$ cat src/rtl/core/lfu_page_replacement_assert.svh
// Assertion macros shared by the LFU table
`ifndef LFU_PAGE_REPLACEMENT_ASSERT_SVH
`define LFU_PAGE_REPLACEMENT_ASSERT_SVH

// same-cycle implication, held off while in reset
`define LFU_ASSERT_SAME(label, clk, rst_n, ante, cons, msg) \
    label: assert property (@(posedge clk) disable iff (!(rst_n)) (ante) |-> (cons)) \
        else $error(msg);

// next-cycle implication, held off while in reset
`define LFU_ASSERT_NEXT(label, clk, rst_n, ante, cons, msg) \
    label: assert property (@(posedge clk) disable iff (!(rst_n)) (ante) |=> (cons)) \
        else $error(msg);

`endif

$ cat src/rtl/core/lfu_pkg.sv
package lfu_pkg;

    localparam int PAGE_W  = 16;
    localparam int SLOT_W  = 4;
    localparam int CFG_W   = 5;
    localparam int FAULT_W = 32;

    localparam logic [CFG_W-1:0] CFG_RESET = 5'd16;

    typedef struct packed {
        logic load;    // take the word, restart the walk
        logic read;    // read the frame at the walk address
        logic update;  // commit the decision and present the result
    } t_dp_cmd;

    typedef struct packed {
        logic last;    // walk address is the last active frame
    } t_dp_stat;

endpackage

$ cat src/rtl/core/lfu_ctrl.sv
module lfu_ctrl
    import lfu_pkg::*;
(
    input  logic     i_clk,
    input  logic     i_rst_n,
    input  logic     i_start,
    output logic     o_busy,
    output t_dp_cmd  o_cmd,
    input  t_dp_stat i_stat
);

    localparam logic [1:0] ST_IDLE   = 2'd0;
    localparam logic [1:0] ST_WALK   = 2'd1;
    localparam logic [1:0] ST_WAIT   = 2'd2;
    localparam logic [1:0] ST_UPDATE = 2'd3;

    logic [1:0] r_state;
    logic [1:0] n_state;

    always_comb begin
        n_state = r_state;
        o_cmd   = '0;
        case (r_state)
            ST_IDLE: begin
                if (i_start) begin
                    o_cmd.load = 1'b1;
                    n_state    = ST_WALK;
                end
            end
            ST_WALK: begin
                o_cmd.read = 1'b1;
                if (i_stat.last) begin
                    n_state = ST_WAIT;
                end
            end
            // last read's compare lands here
            ST_WAIT: begin
                n_state = ST_UPDATE;
            end
            ST_UPDATE: begin
                o_cmd.update = 1'b1;
                n_state      = ST_IDLE;
            end
            default: begin
                n_state = ST_IDLE;
            end
        endcase
    end

    always_ff @(posedge i_clk) begin
        if (!i_rst_n) begin
            r_state <= ST_IDLE;
        end else begin
            r_state <= n_state;
        end
    end

    assign o_busy = (r_state != ST_IDLE);

endmodule

$ cat src/rtl/core/lfu_datapath.sv
module lfu_datapath
    import lfu_pkg::*;
#(
    parameter int FRAMES     = 16,
    parameter int COUNT_BITS = 16
) (
    input  logic               i_clk,
    input  logic               i_rst_n,
    input  t_dp_cmd            i_cmd,
    output t_dp_stat           o_stat,
    input  logic               i_cfg_we,
    input  logic [CFG_W-1:0]   i_cfg_frames_in_use,
    input  logic [PAGE_W-1:0]  i_page,
    output logic               o_valid,
    output logic               o_hit,
    output logic [SLOT_W-1:0]  o_slot,
    output logic               o_evicted_valid,
    output logic [PAGE_W-1:0]  o_evicted_page,
    output logic [FAULT_W-1:0] o_fault_total
);

    localparam int IW = (FRAMES > 1) ? $clog2(FRAMES) : 1;
    localparam int NW = 9;

    // frame store
    logic [PAGE_W-1:0]     r_mem_page  [FRAMES];
    logic [COUNT_BITS-1:0] r_mem_count [FRAMES];
    logic [FRAMES-1:0]     r_valid;

    logic [CFG_W-1:0]   r_cfg;
    logic [PAGE_W-1:0]  r_page;
    logic [IW-1:0]      r_addr;
    logic [IW-1:0]      r_last;
    logic [FAULT_W-1:0] r_fault;

    // read stage
    logic                  r_rd_live;
    logic                  r_rd_valid;
    logic [IW-1:0]         r_rd_idx;
    logic [PAGE_W-1:0]     r_rd_page;
    logic [COUNT_BITS-1:0] r_rd_count;

    // search state
    logic                  r_found;
    logic [IW-1:0]         r_hit_idx;
    logic [COUNT_BITS-1:0] r_hit_count;
    logic                  r_have_empty;
    logic [IW-1:0]         r_empty_idx;
    logic                  r_have_min;
    logic [IW-1:0]         r_min_idx;
    logic [COUNT_BITS-1:0] r_min_count;
    logic [PAGE_W-1:0]     r_min_page;

    // result
    logic                  r_out_valid;
    logic                  r_out_hit;
    logic [SLOT_W-1:0]     r_out_slot;
    logic                  r_out_ev_valid;
    logic [PAGE_W-1:0]     r_out_ev_page;

    logic [NW-1:0]         w_active;
    logic [IW-1:0]         w_slot;
    logic [COUNT_BITS-1:0] w_count;
    logic                  w_evict;

    // zero acts as one, anything above the table size as the table size
    always_comb begin
        if (r_cfg == '0) begin
            w_active = NW'(1);
        end else if (NW'(r_cfg) > NW'(FRAMES)) begin
            w_active = NW'(FRAMES);
        end else begin
            w_active = NW'(r_cfg);
        end
    end

    assign o_stat.last = (r_addr == r_last);

    always_comb begin
        w_evict = 1'b0;
        if (r_found) begin
            w_slot  = r_hit_idx;
            w_count = (&r_hit_count) ? r_hit_count : r_hit_count + COUNT_BITS'(1);
        end else begin
            w_count = COUNT_BITS'(1);
            if (r_have_empty) begin
                w_slot = r_empty_idx;
            end else begin
                w_slot  = r_min_idx;
                w_evict = 1'b1;
            end
        end
    end

    always_ff @(posedge i_clk) begin
        if (!i_rst_n) begin
            r_cfg       <= CFG_RESET;
            r_valid     <= '0;
            r_fault     <= '0;
            r_rd_live   <= 1'b0;
            r_out_valid <= 1'b0;
        end else begin
            if (i_cfg_we) begin
                r_cfg <= i_cfg_frames_in_use;
            end
            r_rd_live   <= i_cmd.read;
            r_out_valid <= i_cmd.update;
            if (i_cmd.update && !r_found) begin
                r_valid[w_slot] <= 1'b1;
                r_fault         <= r_fault + FAULT_W'(1);
            end
        end
    end

    always_ff @(posedge i_clk) begin
        if (i_cmd.read) begin
            r_rd_page  <= r_mem_page[r_addr];
            r_rd_count <= r_mem_count[r_addr];
        end
        if (i_cmd.update) begin
            r_mem_count[w_slot] <= w_count;
            if (!r_found) begin
                r_mem_page[w_slot] <= r_page;
            end
        end
    end

    always_ff @(posedge i_clk) begin
        if (i_cmd.load) begin
            r_page       <= i_page;
            r_addr       <= '0;
            r_last       <= IW'(w_active - NW'(1));
            r_found      <= 1'b0;
            r_have_empty <= 1'b0;
            r_have_min   <= 1'b0;
        end else begin
            if (i_cmd.read) begin
                r_addr <= r_addr + IW'(1);
            end
            if (r_rd_live) begin
                if (r_rd_valid) begin
                    if (!r_found && r_rd_page == r_page) begin
                        r_found     <= 1'b1;
                        r_hit_idx   <= r_rd_idx;
                        r_hit_count <= r_rd_count;
                    end
                    // strict less-than keeps the lowest index on a tie
                    if (!r_have_min || r_rd_count < r_min_count) begin
                        r_have_min  <= 1'b1;
                        r_min_idx   <= r_rd_idx;
                        r_min_count <= r_rd_count;
                        r_min_page  <= r_rd_page;
                    end
                end else if (!r_have_empty) begin
                    r_have_empty <= 1'b1;
                    r_empty_idx  <= r_rd_idx;
                end
            end
        end
        if (i_cmd.read) begin
            r_rd_valid <= r_valid[r_addr];
            r_rd_idx   <= r_addr;
        end
        if (i_cmd.update) begin
            r_out_hit      <= r_found;
            r_out_slot     <= SLOT_W'(w_slot);
            r_out_ev_valid <= w_evict;
            r_out_ev_page  <= w_evict ? r_min_page : '0;
        end
    end

    assign o_valid         = r_out_valid;
    assign o_hit           = r_out_hit;
    assign o_slot          = r_out_slot;
    assign o_evicted_valid = r_out_ev_valid;
    assign o_evicted_page  = r_out_ev_page;
    assign o_fault_total   = r_fault;

endmodule

$ cat src/rtl/core/lfu_page_replacement.sv
// A word is taken in the idle state. The walk then reads one frame per cycle through the
// table's single read port over the N active frames, N = active frames; a wait state lets
// the compare of the last read land and an update state commits the decision. The result
// shows in the idle state, which can take the next word; no word is taken while busy.
// Results are shown for one cycle on o_valid; the receiver cannot stall.
// Synchronous active-low reset clears valid marks, fault total and control;
// frames_in_use returns to 16.
`include "lfu_page_replacement_assert.svh"

module lfu_page_replacement
    import lfu_pkg::*;
#(
    parameter int FRAMES     = 16,
    parameter int COUNT_BITS = 16
) (
    input  logic               i_clk,
    input  logic               i_rst_n,
    input  logic               start,
    output logic               busy,
    input  logic [PAGE_W-1:0]  i_page,
    input  logic               i_cfg_we,
    input  logic [CFG_W-1:0]   i_cfg_frames_in_use,
    output logic               o_valid,
    output logic               o_hit,
    output logic [SLOT_W-1:0]  o_slot,
    output logic               o_evicted_valid,
    output logic [PAGE_W-1:0]  o_evicted_page,
    output logic [FAULT_W-1:0] o_fault_total
);

    t_dp_cmd  w_cmd;
    t_dp_stat w_stat;

    lfu_ctrl u_ctrl (
        .i_clk   (i_clk),
        .i_rst_n (i_rst_n),
        .i_start (start),
        .o_busy  (busy),
        .o_cmd   (w_cmd),
        .i_stat  (w_stat)
    );

    lfu_datapath #(
        .FRAMES     (FRAMES),
        .COUNT_BITS (COUNT_BITS)
    ) u_datapath (
        .i_clk               (i_clk),
        .i_rst_n             (i_rst_n),
        .i_cmd               (w_cmd),
        .o_stat              (w_stat),
        .i_cfg_we            (i_cfg_we),
        .i_cfg_frames_in_use (i_cfg_frames_in_use),
        .i_page              (i_page),
        .o_valid             (o_valid),
        .o_hit               (o_hit),
        .o_slot              (o_slot),
        .o_evicted_valid     (o_evicted_valid),
        .o_evicted_page      (o_evicted_page),
        .o_fault_total       (o_fault_total)
    );

    `LFU_ASSERT_NEXT(a_accept_busy, i_clk, i_rst_n, start && !busy, busy,
        "accepted word did not raise busy")
    `LFU_ASSERT_SAME(a_result_idle, i_clk, i_rst_n, o_valid, !busy && !w_cmd.read,
        "result word while walk still active")
    `LFU_ASSERT_SAME(a_fault_step, i_clk, i_rst_n, o_valid && !o_hit,
        o_fault_total == $past(o_fault_total) + 32'd1, "fault total did not step on a fault")
    `LFU_ASSERT_SAME(a_hit_hold, i_clk, i_rst_n, o_valid && o_hit,
        $stable(o_fault_total) && !o_evicted_valid, "hit moved fault total or evicted")

endmodule

$ cat config.mk
export PLATFORM = sky130hd
export DESIGN_NAME = lfu_page_replacement
export DESIGN_NICKNAME = d
export VERILOG_FILES = /design/src/rtl/core/lfu_pkg.sv /design/src/rtl/core/lfu_ctrl.sv /design/src/rtl/core/lfu_datapath.sv /design/src/rtl/core/lfu_page_replacement.sv
export VERILOG_INCLUDE_DIRS = /design/src /design/src/rtl/core
export SDC_FILE = /design/constraint.sdc
export NUM_CORES = 1
export LEC_CHECK = 0
export BUFFER_PORTS_ARGS = -buffer_cell sky130_fd_sc_hd__buf_2
export CAP_MARGIN = 20
export CELL_PAD_IN_SITES_DETAIL_PLACEMENT = 0
export CELL_PAD_IN_SITES_GLOBAL_PLACEMENT = 2
export CORE_UTILIZATION = 50
export DETAILED_ROUTE_END_ITERATION = 8
export GPL_TIMING_DRIVEN = 0
export PLACE_DENSITY = 0.83
export SLEW_MARGIN = 15
export SYNTH_ARGS = -nofsm -noshare
export SYNTH_HDL_FRONTEND = slang
export SYNTH_HIERARCHICAL = 1
export SYNTH_SLANG_ARGS = --single-unit
$ cat constraint.sdc
create_clock -name i_clk -period 13.5 [get_ports i_clk]
set_input_delay 0.675 -clock i_clk [delete_from_list [all_inputs] [get_ports i_clk]]
set_output_delay 0.675 -clock i_clk [all_outputs]
set_load 0.01 [all_outputs]
==> impl_results.md <==
- Adder-cell share of the synthesized area: between 1 and 1.5%
- CP Class: flop to flop
- Die Height: 238 um
- Cell Chain, Critical Path: inv_1, ha_1, and2_2, clkbuf_1, nand3b_1, a211oi_1, o211ai_1, o32ai_4, buf_8, buf_8
- Synth-to-Final Area Change: 15.6%
- Post-synth net total: ~1500
- Multiplexer share of the synthesized area: between 10 and 15%
- Post-synthesis sequential element count: 715
- Least-Margin Pin Slew: 1040 ps
- Std cell rows: 85
- TritonCTS Buffers: 73
- Worst Skew: 21.4 ps
- Vias per std cell: 5.86
- Initial antenna violation count: 0
- Power Density: 170 mW/mm^2
- Yosys top cell by area: edfxtp_1
- Setup TNS: 0 ps
- Status: complete, no violations
- Clock Latency Late Sink: just over 600 ps
- Worst-path clk slew: 60 ps
- Seq/Total Area, Yosys: 75.1%
- Deepest clock path buffer count: 3
- Synth Area in Simple Gates: 4.49%
- GRT Resource Usage Total: 22.0%
- Chip width: 238 um
- Ys Warns: 6
- Xor/xnor share of the synthesized area: 1.11%
- Top-area cell type share of the netlist area: 70.5%
- Async S/R FF share, synth: 0%
- Hold_buf cts: 0
- Via count: 14000
- Fill count: 3919
- Input/output buffers: 79
- P_leak: 9.92 nW
- Startpoint type of the worst setup path: flop
- Compound-cell area share of the yosys netlist: 2.37%
- DP Wirelength: 40.2 mm
- Post-CTS Setup Bufs: 0
- Area of the multi-input gates: 0.00665 sq mm
- Critical Path RT: ~14000 ps
- CTS tree: yes
- GRT overflow: 0
- Fin. max-slew vios: 0
- Synth top area cells: edfxtp_1 (70%), mux4_2 (13%), dfxtp_1 (4.6%)
- WP data arrival: 4490 ps
- Root Driver: clkbuf_16
- Max-Cap Viols: 0
- Synth Instances: 1401
- Worst path slowest cell: o32ai_4
- NumNets Final: 1641
- Gp weighted congestion: 0.767
- Clock sink total: between 700 and 800
- EDFF count, synth: 651
- Post-Route Utilization: 59.0%
- Most used cell, CP: buf_8
- CTS H-tree lvls: 3
- Largest net degree at the start of global routing: 44
- VDD IR-drop max: roughly 0.19 mV
- WL per Instance: 25.3 um
- Die ar.: between 0.05 and 0.06 sq mm
- Unrepaired setup endpoints after global routing: false
- Top FF cell, synth: edfxtp_1
- Max stage delay on crit path: 750 ps
- Slew margin rel.: between 30% and 40%
- Core area: 0.0543 sq mm
- Final period util: between 30% and 40%
- Design area: 0.0320 sq mm
- Max Freq: 240 MHz
- Setup crit end kind: flop
- Final wirelength: 60.6 mm
- Setup Viol. Count Final: 0
- Worst hold path type: input pin to flop
- Starting density of the core: 51.0%
- Max FO, Critical Path: 21
- R2R Setup Slk: 9330 ps
- Final Hold Viols: 0
- Fraction of layout cells with a size suffix above 1: 28.0%
- DRC: 0
- Placed cell area: 0.0297 sq mm
- Initial DRC count: approximately 1300
- Resize count post-CTS: 0
- Min Tclk post-route: between 4000 and 5000 ps
- Antenna diode count: 0
- Vias in the first global route: 13900
- Mean Syn Cell Area: 19.8 sq um
- Main combinational cell family by area after synthesis: multiplexers
- Post-Synthesis Cell Area: 0.0277 sq mm
- Io pins: 81
- Register area: 0.0208 sq mm
- Yosys cell types: 60
- Worst hold slack: between 200 and 250 ps
- Antenna Violating Nets Remaining: 0
- Global-route wire length before repair: 89.2 mm
- Pre-antenna DRT Iters: 5
==> cells in the mapped netlist, types with 4 or more instances <==
| master | count |
|---|---|
| and2_1 | 19 |
| and4_1 | 4 |
| nor3_1 | 9 |
| nand3_1 | 27 |
| nor4_1 | 6 |
| o21ai_0 | 24 |
| mux2i_1 | 21 |
| a22o_1 | 6 |
| or3_1 | 10 |
| nand4_1 | 14 |
| o41ai_1 | 5 |
| inv_1 | 33 |
| or4_1 | 7 |
| buf_1 | 4 |
| buf_6 | 7 |
| buf_2 | 14 |
| ha_1 | 24 |
| mux4_2 | 165 |
| nor2_1 | 61 |
| nand2_1 | 50 |
| xor2_1 | 27 |
| and3_1 | 5 |
| o31ai_1 | 9 |
| clkbuf_1 | 39 |
| dfxtp_1 | 64 |
| a21oi_1 | 28 |
| xnor2_1 | 8 |
| nand2b_1 | 15 |
| edfxtp_1 | 651 |
==> layout by cell type, fill, tap and decap left out, drive strengths merged, types with 9 or more instances in the layout <==
cell | netlist | final
ha | 24 | 24
o31ai | 9 | 9
clkbuf | 39 | 138
nand4 | 15 | 15
dfxtp | 64 | 64
and2 | 20 | 20
buf | 25 | 140
nor2 | 61 | 61
xor2 | 27 | 27
nand3 | 27 | 27
o21ai | 24 | 24
nor3 | 9 | 9
mux2i | 21 | 21
inv | 34 | 35
a21oi | 28 | 28
edfxtp | 651 | 651
clkinv | 1 | 33
or3 | 11 | 11
nand2 | 50 | 50
nand2b | 15 | 15
mux4 | 165 | 165
==> registers in the layout (all words and copies together), names as in the netlist, 4 cells and up <==
register and flops:
u_datapath/o_fault_total 32, u_datapath/o_evicted_page 16, u_datapath/r_addr 4, u_datapath/r_empty_idx 4, u_datapath/r_rd_count 16, u_datapath/r_cfg 5
u_datapath/r_min_page 16, u_datapath/r_page 16, u_datapath/r_rd_idx 4, u_datapath/o_slot 4, u_datapath/r_hit_count 16, u_datapath/r_hit_idx 4
u_datapath/r_min_idx 4, u_datapath/r_valid 16, u_datapath/r_mem_page 256, u_datapath/r_last 4, u_datapath/r_rd_page 16, u_datapath/r_mem_count 256
u_datapath/r_min_count 16
==> area by class of cell <==
| cell class | count | share of cell area, % |
|---|---|---|
| Buffer | 64 | 0.968 |
| Clock buffer | 98 | 6.25 |
| Clock inverter | 37 | 0.871 |
| Inverter | 35 | 0.410 |
| Multi-Input combinational cell | 587 | 20.8 |
| Sequential cell | 715 | 65.0 |
| Tap cell | 739 | 2.89 |
| Timing Repair Buffer | 116 | 2.85 |
==> stage by stage <==
| step | worst slack, ps | total power, W | std cells |
|---|---|---|---|
| 6_report | 9330 | 0.00543 | 2391 |
| 5_1_grt | 9150 | 0.00562 | 2391 |
| 4_1_cts | 9300 | 0.00549 | 2388 |
| 3_5_place_dp | 9300 | 0.00358 | 2253 |
| 3_3_place_gp | 5520 | 0.00354 | 2219 |
| 2_1_floorplan | 8470 | 0.00327 | 1401 |
==> path summary, 6_finish.rpt <==
kind,from,endpoint,depth (start not counted)
max,u_ctrl/r_state[0],u_datapath/r_min_page[6],10
min,i_page[6],u_datapath/r_page[6],1
max reg2reg,u_ctrl/r_state[0],u_datapath/r_min_page[6],10
min reg2reg,u_datapath/r_addr[3],u_datapath/r_rd_idx[3],0
==> critical path: cells and delay by family, from the launching register on <==
kind | cells | cell delay, ps
compound gates | 3 | 1340
fa+ha+maj | 1 | 230
buf+inv | 4 | 910
flops | 1 | 440
simple gates | 2 | 910
==> cells by family after synthesis <==
group | after synthesis
buffers and inverters | 99
and+or+nand+nor | 241
xor gates and xnor gates | 35
DFF | 715
muxes | 188
adders and majority gates | 24
AOI/OAI and AO/OA | 99
==> report_power, final <==
group	leakage, nW	internal [W]	switching [W]
Sequential	6.14	0.00260	0.000103
Combinational	2.66	0.000364	0.000458
Clock	1.12	0.00109	0.000822
==> metal layers <==
layer / wire length (um) / GRT usage, % / vias to the layer above
li1: - / - / 6079
met1: 26000 / 31.6 / 7330
met2: 28800 / 34.8 / 503
met3: 4550 / 4.32 / 88
met4: 1250 / 5.79 / 0
met5: 0 / 0 / -
Power figures use the tool's default switching activity.
